## src/hw/rtl/srrc_pkg.sv

```systemverilog
`timescale 1ns / 1ps

package srrc_pkg;

   // CRC-16, MSB first, no augmentation, initial value zero
   localparam logic [15:0] CRC_POLY = 16'h8005;
   localparam int unsigned CRC_MSB  = 15;
   localparam int unsigned BYTE_MSB = 7;

   localparam int unsigned WINDOW_MAX_DEFAULT = 16;
   localparam int unsigned WINDOW_RESET       = 16;

   // packet descriptors held between front and back
   localparam int unsigned QUEUE_DEPTH = 4;

   localparam logic KIND_ACK     = 1'b0;
   localparam logic KIND_RELEASE = 1'b1;

   typedef struct packed {
      logic [31:0] seq_no;
      logic [7:0]  data_byte;
      logic        last_byte;
      logic [15:0] sent_crc;
   } req_type;

   typedef struct packed {
      logic        kind;
      logic [15:0] crc_value;
      logic [31:0] packet_seq;
      logic        last_of_run;
   } rsp_type;

   // one finished packet: sequence, computed CRC, CRC check outcome
   typedef struct packed {
      logic [31:0] seq_no;
      logic [15:0] crc;
      logic        good;
   } pkt_type;

   typedef enum logic [1:0] {
      ST_IDLE,
      ST_CHECK,
      ST_RELEASE
   } back_state_type;

endpackage

```

## src/hw/rtl/selective_repeat_receiver_crc.sv

```systemverilog
`timescale 1ns / 1ps
// Channel   Ports                        Direction  Beat
// --------  ---------------------------  ---------  ------------------------------
// request   req_valid/req_ready/req_data in         one payload byte of a packet
// response  rsp_valid/rsp_ready/rsp_data out        one acknowledgement or release
// csr       csr_valid/csr_ready/csr_data in         window size write
//
// Front end takes one byte per cycle while the queue has room, folding it into
// the CRC in that cycle. A last byte queues a descriptor (four entries); the
// back end pops one only when idle, checks the window in the next cycle, drops
// it if out of range, else acks, then releases one per cycle unless rsp stalls.
// Reset (synchronous): CRC zero, base zero, all slots empty, window 16.
// A full queue stalls req; a stalled rsp holds the back end; the queue can fill.

module selective_repeat_receiver_crc
   import srrc_pkg::*;
#(
   parameter int unsigned WINDOW_MAX = WINDOW_MAX_DEFAULT
) (
   input  logic       clock,
   input  logic       reset,
   input  logic       req_valid,
   output logic       req_ready,
   input  req_type    req_data,
   output logic       rsp_valid,
   input  logic       rsp_ready,
   output rsp_type    rsp_data,
   input  logic       csr_valid,
   output logic       csr_ready,
   input  logic [4:0] csr_data
);

   // descriptors front -> queue -> back
   logic    fq_valid, fq_ready;
   pkt_type fq_data;
   logic    qb_valid, qb_ready;
   pkt_type qb_data;

   // the user issues writes only while idle (unchecked); the port never stalls
   assign csr_ready = 1'b1;

   srrc_front u_front (
      .clock     (clock),
      .reset     (reset),
      .req_valid (req_valid),
      .req_ready (req_ready),
      .req_data  (req_data),
      .pkt_valid (fq_valid),
      .pkt_ready (fq_ready),
      .pkt_data  (fq_data)
   );

   srrc_queue u_queue (
      .clock      (clock),
      .reset      (reset),
      .push_valid (fq_valid),
      .push_ready (fq_ready),
      .push_data  (fq_data),
      .pop_valid  (qb_valid),
      .pop_ready  (qb_ready),
      .pop_data   (qb_data)
   );

   // window bookkeeping and result sequencing
   srrc_back #(
      .WINDOW_MAX (WINDOW_MAX)
   ) u_back (
      .clock     (clock),
      .reset     (reset),
      .pkt_valid (qb_valid),
      .pkt_ready (qb_ready),
      .pkt_data  (qb_data),
      .csr_valid (csr_valid && csr_ready),
      .csr_data  (csr_data),
      .rsp_valid (rsp_valid),
      .rsp_ready (rsp_ready),
      .rsp_data  (rsp_data)
   );

endmodule

```

## src/hw/rtl/srrc_front.sv

```systemverilog
`timescale 1ns / 1ps

module srrc_front
   import srrc_pkg::*;
(
   input  logic    clock,
   input  logic    reset,
   input  logic    req_valid,
   output logic    req_ready,
   input  req_type req_data,
   output logic    pkt_valid,
   input  logic    pkt_ready,
   output pkt_type pkt_data
);

   logic [15:0] crc_ff, crc_in;
   logic [15:0] crc_next;
   logic        accept;

   function automatic logic [15:0] crc_byte(input logic [15:0] acc, input logic [7:0] b);
      logic [15:0] r;
      logic        top;
      r = acc;
      for (int k = BYTE_MSB; k >= 0; k--) begin
         top = r[CRC_MSB];
         r   = {r[CRC_MSB-1:0], b[k]};
         if (top) begin
            r = r ^ CRC_POLY;
         end
      end
      return r;
   endfunction

   // stall every byte while the queue is full; only the last one pushes
   assign req_ready = pkt_ready;
   assign accept    = req_valid && req_ready;
   assign crc_next  = crc_byte(crc_ff, req_data.data_byte);

   assign pkt_valid       = accept && req_data.last_byte;
   assign pkt_data.seq_no = req_data.seq_no;
   assign pkt_data.crc    = crc_next;
   assign pkt_data.good   = (crc_next == req_data.sent_crc);

   always_comb begin
      crc_in = crc_ff;
      if (accept) begin
         crc_in = req_data.last_byte ? 16'h0000 : crc_next;
      end
   end

   always_ff @(posedge clock) begin
      if (reset) begin
         crc_ff <= 16'h0000;
      end else begin
         crc_ff <= crc_in;
      end
   end

endmodule

```

## src/hw/rtl/srrc_queue.sv

```systemverilog
`timescale 1ns / 1ps

module srrc_queue
   import srrc_pkg::*;
(
   input  logic    clock,
   input  logic    reset,
   input  logic    push_valid,
   output logic    push_ready,
   input  pkt_type push_data,
   output logic    pop_valid,
   input  logic    pop_ready,
   output pkt_type pop_data
);

   localparam int unsigned PW = (QUEUE_DEPTH > 1) ? $clog2(QUEUE_DEPTH) : 1;
   localparam int unsigned CW = $clog2(QUEUE_DEPTH + 1);

   pkt_type         mem_ff [QUEUE_DEPTH];
   logic [PW-1:0]   wr_ptr_ff, wr_ptr_in;
   logic [PW-1:0]   rd_ptr_ff, rd_ptr_in;
   logic [CW-1:0]   count_ff, count_in;
   logic            do_push, do_pop;

   assign push_ready = (count_ff != CW'(QUEUE_DEPTH));
   assign pop_valid  = (count_ff != '0);
   assign pop_data   = mem_ff[rd_ptr_ff];
   assign do_push    = push_valid && push_ready;
   assign do_pop     = pop_valid && pop_ready;

   function automatic logic [PW-1:0] bump(input logic [PW-1:0] p);
      return (p == PW'(QUEUE_DEPTH - 1)) ? '0 : p + 1'b1;
   endfunction

   always_comb begin
      wr_ptr_in = do_push ? bump(wr_ptr_ff) : wr_ptr_ff;
      rd_ptr_in = do_pop  ? bump(rd_ptr_ff) : rd_ptr_ff;
      count_in  = count_ff;
      if (do_push && !do_pop) begin
         count_in = count_ff + 1'b1;
      end else if (do_pop && !do_push) begin
         count_in = count_ff - 1'b1;
      end
   end

   always_ff @(posedge clock) begin
      if (do_push) begin
         mem_ff[wr_ptr_ff] <= push_data;
      end
   end

   always_ff @(posedge clock) begin
      if (reset) begin
         wr_ptr_ff <= '0;
         rd_ptr_ff <= '0;
         count_ff  <= '0;
      end else begin
         wr_ptr_ff <= wr_ptr_in;
         rd_ptr_ff <= rd_ptr_in;
         count_ff  <= count_in;
      end
   end

endmodule

```

## src/hw/rtl/srrc_back.sv

```systemverilog
`timescale 1ns / 1ps

module srrc_back
   import srrc_pkg::*;
#(
   parameter int unsigned WINDOW_MAX = WINDOW_MAX_DEFAULT
) (
   input  logic       clock,
   input  logic       reset,
   input  logic       pkt_valid,
   output logic       pkt_ready,
   input  pkt_type    pkt_data,
   input  logic       csr_valid,
   input  logic [4:0] csr_data,
   output logic       rsp_valid,
   input  logic       rsp_ready,
   output rsp_type    rsp_data
);

   localparam int unsigned IW = (WINDOW_MAX > 1) ? $clog2(WINDOW_MAX) : 1;
   localparam int unsigned WW = $clog2(WINDOW_MAX + 1);
   localparam int unsigned WIN_INIT =
      (WINDOW_RESET > WINDOW_MAX) ? WINDOW_MAX : WINDOW_RESET;

   back_state_type        state_ff, state_in;
   pkt_type               pkt_ff, pkt_in;
   logic [31:0]           base_ff, base_in;
   logic [WINDOW_MAX-1:0] slot_ff, slot_in;
   logic [WW-1:0]         win_ff, win_in;
   logic                  rsp_valid_ff, rsp_valid_in;
   rsp_type               rsp_data_ff, rsp_data_in;

   logic                  out_free;
   logic [31:0]           diff_fwd, diff_bwd;
   logic                  seq_ge_base, in_window, prev_window;
   logic [IW-1:0]         offset;
   logic                  slot0_next;
   logic [WINDOW_MAX-1:0] slot_shift;
   logic [31:0]           csr_wide;
   logic [WW-1:0]         win_new;

   assign out_free  = !rsp_valid_ff || rsp_ready;
   assign rsp_valid = rsp_valid_ff;
   assign rsp_data  = rsp_data_ff;
   assign pkt_ready = (state_ff == ST_IDLE);

   // window test, no wrap on sequence numbers
   assign seq_ge_base = (pkt_ff.seq_no >= base_ff);
   assign diff_fwd    = pkt_ff.seq_no - base_ff;
   assign diff_bwd    = base_ff - pkt_ff.seq_no;
   assign in_window   = seq_ge_base && (diff_fwd < 32'(win_ff));
   assign prev_window = !seq_ge_base && (diff_bwd <= 32'(win_ff));
   assign offset      = diff_fwd[IW-1:0];
   assign slot0_next  = (offset == '0) ? pkt_ff.good : slot_ff[0];
   assign slot_shift  = slot_ff >> 1;

   // clamp the written window to 1..WINDOW_MAX
   assign csr_wide = 32'(csr_data);
   always_comb begin
      if (csr_wide == 32'd0) begin
         win_new = WW'(1);
      end else if (csr_wide > 32'(WINDOW_MAX)) begin
         win_new = WW'(WINDOW_MAX);
      end else begin
         win_new = WW'(csr_wide);
      end
   end

   always_comb begin
      state_in     = state_ff;
      pkt_in       = pkt_ff;
      base_in      = base_ff;
      slot_in      = slot_ff;
      win_in       = win_ff;
      rsp_valid_in = rsp_valid_ff && !rsp_ready;
      rsp_data_in  = rsp_data_ff;

      case (state_ff)
         ST_IDLE: begin
            if (pkt_valid) begin
               pkt_in   = pkt_data;
               state_in = ST_CHECK;
            end
         end
         ST_CHECK: begin
            if (!in_window && !prev_window) begin
               state_in = ST_IDLE;
            end else if (out_free) begin
               rsp_valid_in          = 1'b1;
               rsp_data_in.kind      = KIND_ACK;
               rsp_data_in.crc_value = pkt_ff.crc;
               rsp_data_in.packet_seq = pkt_ff.seq_no;
               if (in_window) begin
                  slot_in[offset]         = pkt_ff.good;
                  rsp_data_in.last_of_run = !slot0_next;
                  state_in                = slot0_next ? ST_RELEASE : ST_IDLE;
               end else begin
                  rsp_data_in.last_of_run = 1'b1;
                  state_in                = ST_IDLE;
               end
            end
         end
         ST_RELEASE: begin
            if (out_free) begin
               rsp_valid_in            = 1'b1;
               rsp_data_in.kind        = KIND_RELEASE;
               rsp_data_in.crc_value   = 16'h0000;
               rsp_data_in.packet_seq  = base_ff;
               rsp_data_in.last_of_run = !slot_shift[0];
               slot_in                 = slot_shift;
               base_in                 = base_ff + 32'd1;
               if (!slot_shift[0]) begin
                  state_in = ST_IDLE;
               end
            end
         end
         default: begin
            state_in = ST_IDLE;
         end
      endcase

      // user writes only while idle, unchecked; slots >= win_new clear
      if (csr_valid) begin
         win_in = win_new;
         for (int i = 0; i < WINDOW_MAX; i++) begin
            if (32'(i) >= 32'(win_new)) begin
               slot_in[i] = 1'b0;
            end
         end
      end
   end

   always_ff @(posedge clock) begin
      pkt_ff      <= pkt_in;
      rsp_data_ff <= rsp_data_in;
   end

   always_ff @(posedge clock) begin
      if (reset) begin
         state_ff     <= ST_IDLE;
         base_ff      <= 32'd0;
         slot_ff      <= '0;
         win_ff       <= WW'(WIN_INIT);
         rsp_valid_ff <= 1'b0;
      end else begin
         state_ff     <= state_in;
         base_ff      <= base_in;
         slot_ff      <= slot_in;
         win_ff       <= win_in;
         rsp_valid_ff <= rsp_valid_in;
      end
   end

endmodule

```

## config.mk

```make
export PLATFORM = sky130hd
export DESIGN_NAME = selective_repeat_receiver_crc
export DESIGN_NICKNAME = d
export VERILOG_FILES = /design/src/hw/rtl/srrc_pkg.sv /design/src/hw/rtl/selective_repeat_receiver_crc.sv /design/src/hw/rtl/srrc_front.sv /design/src/hw/rtl/srrc_queue.sv /design/src/hw/rtl/srrc_back.sv
export SDC_FILE = /design/constraint.sdc
export NUM_CORES = 1
export LEC_CHECK = 0
export BUFFER_PORTS_ARGS = -buffer_cell sky130_fd_sc_hd__buf_2
export CAP_MARGIN = 20
export CORE_UTILIZATION = 52
export DETAILED_ROUTE_END_ITERATION = 12
export GPL_TIMING_DRIVEN = 0
export PLACE_DENSITY_LB_ADDON = 0.3
export SKIP_CTS_REPAIR_TIMING = 1
export SYNTH_ARGS = -nofsm -noshare
export SYNTH_HDL_FRONTEND = slang
export SYNTH_SLANG_ARGS = --single-unit
```

## constraint.sdc

```tcl
create_clock -name clock -period 10.7 [get_ports clock]
set_input_delay 2.14 -clock clock [delete_from_list [all_inputs] [get_ports clock]]
set_output_delay 2.14 -clock clock [all_outputs]
set_load 0.03 [all_outputs]
```

# Word level (Yosys, flattened, before mapping)
# Memories as Yosys holds them, arrays and structs flattened. A register that Yosys moved wholly into a read port is not among the register bits.
# Cells that the tools add are included.
# word_totals
register_bits	129
n_memories	1
mem_bits_ro	0
input_bits	67
latchBits	0
wordCells	153
mem_bits_rw	196
# classes
div_mod_pow	0
magnitude_cmp	22
shift	0
multipliers	0
muxes	59
n_reduce_logical	31
eq_ne	12
n_addsub	7
n_bitwise	8
# mem_list
name	depth	word_bits	rd	rd_clocked_by_memory_dff	write_ports	line_no	text
u_queue.mem_ff	4	49	1	1	1	srrc_queue.sv:19	pkt_type mem_ff [QUEUE_DEPTH];
# op_table
op	n
$mux W16	14
$mux W50	3
$pmux W50 S2	1
$sub A32 B32 Y32	2
$ge A4 B5 Y1 const A	8
$add A32 B1 Y32 const B	1
$ge A32 B32 Y1	1
$le A32 B5 Y1	1
$logic_not A32 Y1	1
$lt A32 B5 Y1	1
$pmux W16 S2	1
$not A3 Y3	8
$mux W1	23
$ge A3 B5 Y1 const A	4
$mux W2	9
$bwmux W16	1
$eq A16 B16 Y1	1
$logic_and A1 B1 Y1	11
$ge A1 B5 Y1 const A	2
$ge A2 B5 Y1 const A	2
$mux W5	2
$logic_not A1 Y1	9
$reduce_and A4 Y1	2
$eq A2 B2 Y1 const B	3
other kinds (21)	28

# Logic depth before layout (Yosys ltp)
# Gate-level depths: netlist of the first run.
# logic_depth
word_depth	17
depth_mapped	18
mapped_depth_nobuf	17

# Cells and area by module
# A second synthesis of the first run with hierarchy kept.
# unflattened
cells_unflattened	1680
area_unflattened_um2	19636.3
# by_module_without_submodules
module	cells_per_inst	area_each_um2	instances	seq_area_each_um2
srrc_back	1222	10720.3	1	4093.9
srrc_queue	304	7551.0	1	6065.8
srrc_front	152	1353.8	1	320.3
selective_repeat_receiver_crc	2	11.3	1	0.0

# Least setup slack after synthesis of the first run
# No wires, ideal clock.
# synth_path
path_type	register to register
start	register u_back.pkt_ff[17] in the netlist's numbering
end	register u_back.rsp_data_ff, in the netlist u_back.rsp_data[0] (enable)
stages_incl_launch_ff	18
required_time_ns	10.236
t_arrival_ns	6.173
setup_slack_ns	4.063
setup_time_ns	0.464
path_cell_list	edfxtp_1 inv_1 ha_1 inv_1 fa_1 xnor2_1 inv_1 ha_1 a21o_1 a311o_1 a211oi_1 nand4b_1 or4_1 or4_1 buf_6 o31ai_1 a21oi_1 nor2b_1
# synth_between
elab_chain_len	7
# synth_lines
item	line_no	text
from (decl)	srrc_back.sv:26	pkt_type pkt_ff, pkt_in;
from (signal assigned)	srrc_back.sv:134	pkt_ff <= pkt_in;
$sub A32 B32 Y32 (tied with other cells)	srrc_back.sv:49	assign diff_fwd = pkt_ff.seq_no - base_ff;
$lt A32 B5 Y1 (tied with other cells)	srrc_back.sv:51	assign in_window = seq_ge_base && (diff_fwd < 32'(win_ff));
$logic_and A1 B1 Y1 (on tied branches)	srrc_back.sv:51, srrc_back.sv:52	
$logic_not A1 Y1	srrc_back.sv:86	if (!in_window && !prev_window) begin
$logic_and A1 B1 Y1 *	srrc_back.sv:86	
$ne A2 B2 Y1 (no line) *	--	
$reduce_and A4 Y1 (no line) *	--	
to (signal assigned)	srrc_back.sv:135	rsp_data_ff <= rsp_data_in;
to (decl)	srrc_back.sv:31	rsp_type rsp_data_ff, rsp_data_in;
# Every way passes the cells marked *; elsewhere a longest branch is shown, timed or not.
# A chain may end at the register's enable or synchronous reset.

# Worst setup path after layout of the first run
# layout_path
start	register u_back.base_ff[2]
end	register u_back.rsp_data_ff, in the netlist u_back.rsp_data[39] (enable)
# layout_between
elab_chain_len	7
# layout_lines
item	line_no	text
from (decl)	srrc_back.sv:27	logic [31:0] base_ff, base_in;
from (signal assigned)	srrc_back.sv:147	base_ff <= base_in;
$sub A32 B32 Y32 (tied with other cells)	srrc_back.sv:49	
$lt A32 B5 Y1 (tied with other cells)	srrc_back.sv:51	
$logic_and A1 B1 Y1 (on tied branches)	srrc_back.sv:51, srrc_back.sv:52	
$logic_not A1 Y1	srrc_back.sv:86	
$logic_and A1 B1 Y1 *	srrc_back.sv:86	
$ne A2 B2 Y1 (no line) *	--	
$reduce_and A4 Y1 (no line) *	--	
# Marks and branches as above.

==> out/qor.csv, run 1 <==
metric,value,unit
clk_pin_slew,60,ps
htree_num_levels,2,
finalHoldViolations,0,
multi_input_comb_area,8140,um2
floorplan.initialDensity,52.7,%
via_count,13800,
cts-root-to-sink-buffers,3,
hold_crit_class,reg -> reg,
pin_count_of_the_biggest_net_entering_global_routing,34,
design.core.area,36500,um2
yosys_warnings,0,
period_minus_slack,5890,ps
clock.fmax,170,MHz
clock_latency_on_the_worst_skew_pair,550,ps
synth_async_sr_flop_share,0,%
unique_masters_post_synth,82,
final_layout_size_suffix_gt1_share,14.9,%
nFillCells,2889,
area_of_the_die,37800,um2
die_x,194,um
grt_use_met2,42.9,%
syn_avg_cell_area,11.7,um2
global_route_wire_length_before_repair,77.3,mm
final.setup.worst_slack,4810,ps
pin_count,120,
footprint_of_the_flip_flops_and_latches,10400,um2
p_per_area,253,nW/um2
required,10930,ps
cp_data_arrival_time,6120,ps
worstSetupPathType,reg -> reg,
finalWeightedCongestion,0.945,
synth-main-ff-cell,edfxtp_1,
route.final.wire_length,49.6,mm
layout_common_cells,"edfxtp_1, nand2_1, buf_2, nor2_1, a21oi_1",
post_drt_wl_per_cell,21.6,um
drt-pass1-iter-count,5,
worst-r2r-setup-slack,4810,ps
p_leak,7.66,nW
cts.sinks,374,
worstMarginPinSlew,1020,ps
fin_cells,2299,
run_status,completed,
finalSetupViolations,0,
final_common_cell,edfxtp_1,
root_cell_of_the_clock_tree,clkbuf_16,
unrepaired_setup_endpoints_after_global_routing,no,
track_usage,26.4,%
clock_skew,25.7,ps
gr-max-usage-layer,met2,
viasPerCell,5.99,
die_h,194,um
worst_hold_slack_after_final_layout,481,ps
globalRouteMet3Util,5.14,%
post-layout-total-power,5.51,mW
path_max_fanout,29,
port_buffers,115,
final.setup.tns,0,ps
post-place-cells,2229,
cap_viol_max_count,0,
antenna_found_initial,3,
cts_made_buffers,39,
met1_global_route_usage,35.6,%
dp_worst_setup_slack,4770,ps
drt.antenna.violating_nets,0,
synth_enable_flop_cells,295,
synth_seq_cells,374,
layout.core_utilization,59.6,%
final_nets,1954,
syn_to_final_growth,13.0,%
cp-end-kind,flip-flop,
grt_pass1_vias,13700,
synth-seq-area-share,54.2,%
detail_route.drc_violations,0,
postSynthCellCount,1640,
site_rows,70,
stdcell_area,21800,um2
drt-initial-drc-count,1184,
final_max_slew_viol_count,0,
start_kind,flip-flop,
synth.cell_area,19200,um2
tritoncts,done,
post-route-period-util,55.1,%
maxSlewHeadroom,31.7,%
dpl_cell_area,20500,um2
vdd.ir_drop.worst,0.184,mV
synth_fp_nets,1792,
grt_remaining_overflow,0,
detailed_place_hpwl,36.4,mm
-- critical path, stage by stage, from the launching register on --
cell and delay (ps):
dfxtp_1 390, inv_1 90, ha_1 340, buf_1 250, nand3b_1 180, nand2_1 120
xnor2_1 590, inv_1 240, ha_1 240, a21o_1 160, a311o_1 320, a211oi_1 180
nand4b_1 100, or4_1 400, or4_1 420, buf_6 180, o31ai_1 190, a21oi_1 220
nor2b_4 650, buf_12 290
-- routing by layer --
| metal | share of wire [%] | wire (um) |
|---|---|---|
| met2 | 47 | 23200 |
| met3 | 6.9 | 3420 |
| met1 | 43 | 21400 |
| met5 | 0.052 | 26 |
| met4 | 3.0 | 1480 |
-- path summary, 6_finish.rpt --
kind / start / endpoint / cells past startpoint
worst max-delay path: u_back.base_ff[2] / u_back.rsp_data[39] / 19
worst min register to register: u_back.win_ff[0] / u_back.win_ff[0] / 2
worst min-delay path: u_back.win_ff[0] / u_back.win_ff[0] / 2
worst max register to register: u_back.base_ff[2] / u_back.rsp_data[39] / 19
-- Yosys cell counts (10+ instances only) --
| library cell | n | area (um2) |
|---|---|---|
| a211o_1 | 10 | 87.6 |
| a211oi_1 | 12 | 90.1 |
| a21o_1 | 33 | 248 |
| a21oi_1 | 104 | 521 |
| a22oi_1 | 14 | 105 |
| a31oi_1 | 17 | 106 |
| and3_1 | 14 | 87.6 |
| buf_1 | 16 | 60.1 |
| buf_2 | 15 | 75.1 |
| clkbuf_1 | 48 | 180 |
| dfxtp_1 | 79 | 1580 |
| edfxtp_1 | 295 | 8860 |
| ha_1 | 82 | 1030 |
| inv_1 | 89 | 334 |
| mux2i_1 | 22 | 220 |
| mux4_2 | 49 | 1100 |
| nand2_1 | 130 | 488 |
| nand2b_1 | 10 | 62.6 |
| nand3_1 | 35 | 175 |
| nand4_1 | 26 | 163 |
| nor2_1 | 110 | 413 |
| nor2b_1 | 31 | 194 |
| nor3_1 | 24 | 120 |
| nor4_1 | 10 | 62.6 |
| o211ai_1 | 11 | 82.6 |
| o21a_1 | 18 | 135 |
| o21ai_0 | 80 | 400 |
| o21bai_1 | 11 | 82.6 |
| xnor2_1 | 81 | 709 |
| xor2_1 | 28 | 245 |
-- area by class of cell --
type / count / area share (%)
sequential: 374 / 48.0
multi-input combinational: 1094 / 37.4
clock buffer: 52 / 4.85
timing repair buffer: 121 / 3.20
tap: 468 / 2.69
buffer: 83 / 1.61
inverter: 89 / 1.54
clock inverter: 17 / 0.702
antenna: 1 / 0.0115
-- flip-flops by register name, indices dropped and copies added (netlist names) --
name and count:
u_back.state_ff 2, u_queue.rd_ptr_ff 2, u_back.rsp_data 50, u_queue.mem_ff 196, u_back.pkt_ff 49, u_back.base_ff 32
u_queue.wr_ptr_ff 2, u_back.win_ff 5, u_front.crc_ff 16, u_back.rsp_valid 1, u_queue.count_ff 3, u_back.slot_ff 16
-- report_power, final --
group          switching (mW)  internal, mW  leakage [nW]
clock network           0.546         0.745         0.587
logic                    1.42         0.773          3.72
registers               0.126          1.90          3.35
-- cell families (layout without fill, tap and decap cells) --
family | after synthesis | after routing | synth area share (%)
xor+xnor | 109 | 109 | 4.96
fa+ha+maj | 85 | 85 | 5.64
mux | 74 | 74 | 7.05
simple gates | 450 | 450 | 11.9
flops | 374 | 374 | 54.2
other cells | 1 | 2 | 0.0195
compound gates | 375 | 375 | 12.7
buf+inv | 172 | 362 | 3.56
No activity file was read; power rests on OpenSTA's default activity.
==> run 2: changes to the inputs <==
==> constraint.sdc (replaced) <==
create_clock -name clock -period 5.75 [get_ports clock]
set_input_delay 1.15 -clock clock [delete_from_list [all_inputs] [get_ports clock]]
set_output_delay 1.15 -clock clock [all_outputs]
set_load 0.03 [all_outputs]
==> run 2 against run 1 <==
Against the previous run:
- sequential power rose by 86%
- final area rose by 0.70%
- die area did not move
- wire length rose by 0.89%
- clock power rose by 100%
- critical endpoint is now u_back.rsp_data[19]
- sequential share of layout area fell by 0.33 points
- global-route usage barely moved
- first-iteration DRC count rose by 1.1%
- combinational power rose by 88%
- final cell count rose by 0.22%
- utilization rose by 0.42 points
- register-to-register slack got worse by 4500 ps
==> out/qor.csv, run 2 (same netlist as run 1, synthesis figures left out) <==
metric,value,unit
run_status,completed,
required,5940,ps
port_buffers,115,
worst_hold_slack_after_final_layout,488,ps
drt-initial-drc-count,1197,
area_of_the_die,37800,um2
route.final.wire_length,50.0,mm
track_usage,26.4,%
worstSetupPathType,reg -> reg,
vdd.ir_drop.worst,0.444,mV
pin_count_of_the_biggest_net_entering_global_routing,36,
worstMarginPinSlew,1130,ps
post_drt_wl_per_cell,21.7,um
cts_made_buffers,39,
site_rows,70,
cts-root-to-sink-buffers,3,
cts.sinks,374,
dpl_cell_area,20500,um2
clock.fmax,183,MHz
finalWeightedCongestion,0.942,
start_kind,flip-flop,
die_h,194,um
pin_count,120,
drt-pass1-iter-count,5,
final_layout_size_suffix_gt1_share,15.5,%
post-layout-total-power,10.5,mW
clk_pin_slew,60,ps
unrepaired_setup_endpoints_after_global_routing,no,
hold_crit_class,reg -> reg,
post-place-cells,2229,
drt.antenna.violating_nets,0,
cp-end-kind,flip-flop,
stdcell_area,21900,um2
largest-register,u_queue.mem_ff,
syn_to_final_growth,13.8,%
root_cell_of_the_clock_tree,clkbuf_16,
finalSetupViolations,0,
largest_register_ffs,196,
tritoncts,done,
path_max_fanout,11,
clock_skew,25.9,ps
viasPerCell,5.98,
period_minus_slack,5460,ps
cap_viol_max_count,0,
floorplan.initialDensity,52.7,%
maxSlewHeadroom,23.9,%
cp_data_arrival_time,5650,ps
detailed_place_hpwl,36.0,mm
design.core.area,36500,um2
final_common_cell,edfxtp_1,
min_delay_path_depth,2,
finalHoldViolations,0,
final.setup.tns,0,ps
p_per_area,479,nW/um2
antenna_found_initial,3,
detail_route.drc_violations,0,
die_x,194,um
layout_common_cells,"edfxtp_1, nand2_1, buf_2, nor2_1, a21oi_1",
grt_remaining_overflow,0,
via_count,13800,
p_leak,7.75,nW
fin_cells,2304,
final_nets,1956,
final_max_slew_viol_count,0,
global_route_wire_length_before_repair,77.0,mm
htree_num_levels,2,
worst_r2r_path_depth,14,
clock_latency_on_the_worst_skew_pair,560,ps
grt_pass1_vias,13800,
post-route-period-util,95.0,%
## run 2: final timing paths
check | from | endpoint | slack [ps]
worst max-delay path | u_back.base_ff[4] | u_back.rsp_data[19] | 290
worst min-delay path | u_back.win_ff[0] | u_back.win_ff[0] | 490
worst max register to register | u_back.base_ff[4] | u_back.rsp_data[19] | 290
worst min register to register | u_back.win_ff[0] | u_back.win_ff[0] | 490
## run 2: where the power goes
part           internal [mW]  switching, mW
Clock                   1.52           1.07
Sequential              3.54          0.236
Combinational           1.45           2.68
## run 2: area by class of cell
cell class	count	area, um2
Antenna cell	2	5.00
Buffer	83	350
Clock buffer	46	1030
Clock inverter	25	284
Fill cell	2836	14600
Inverter	89	334
Multi-Input combinational cell	1095	8170
Sequential cell	374	10400
Tap cell	468	586
Timing Repair Buffer	122	703
## run 2: metal layers
metal  vias to the layer above  part of all wire (%)  track usage (%)
met1                      6766                    43             35.8
met4                         2                   3.8             10.2
met5                         -                 0.026                0
met3                       105                   6.0             4.13
met2                       465                    47             43.0
li1                       6433                     -                -
## run 2: per-stage QoR
stage	utilization, %	setup slack [ps]
2_1_floorplan	-	65.8
3_3_place_gp	55.9	-1500
3_5_place_dp	56.2	-191
4_1_cts	59.8	-216
5_1_grt	60.0	29.0
6_report	60.0	286
## run 2: worst max-delay path, cell delays in order, from the launching register on
cell and delay [ps]:
dfxtp_1 430, inv_1 90, ha_1 380, buf_1 400, o211ai_1 160, o21ai_0 580, a221oi_1 280, o211ai_1 440
a221oi_1 180, xnor2_1 170, a2111oi_0 410, nand4_1 210, o31ai_2 480, a21oi_1 360, nor2b_4 530
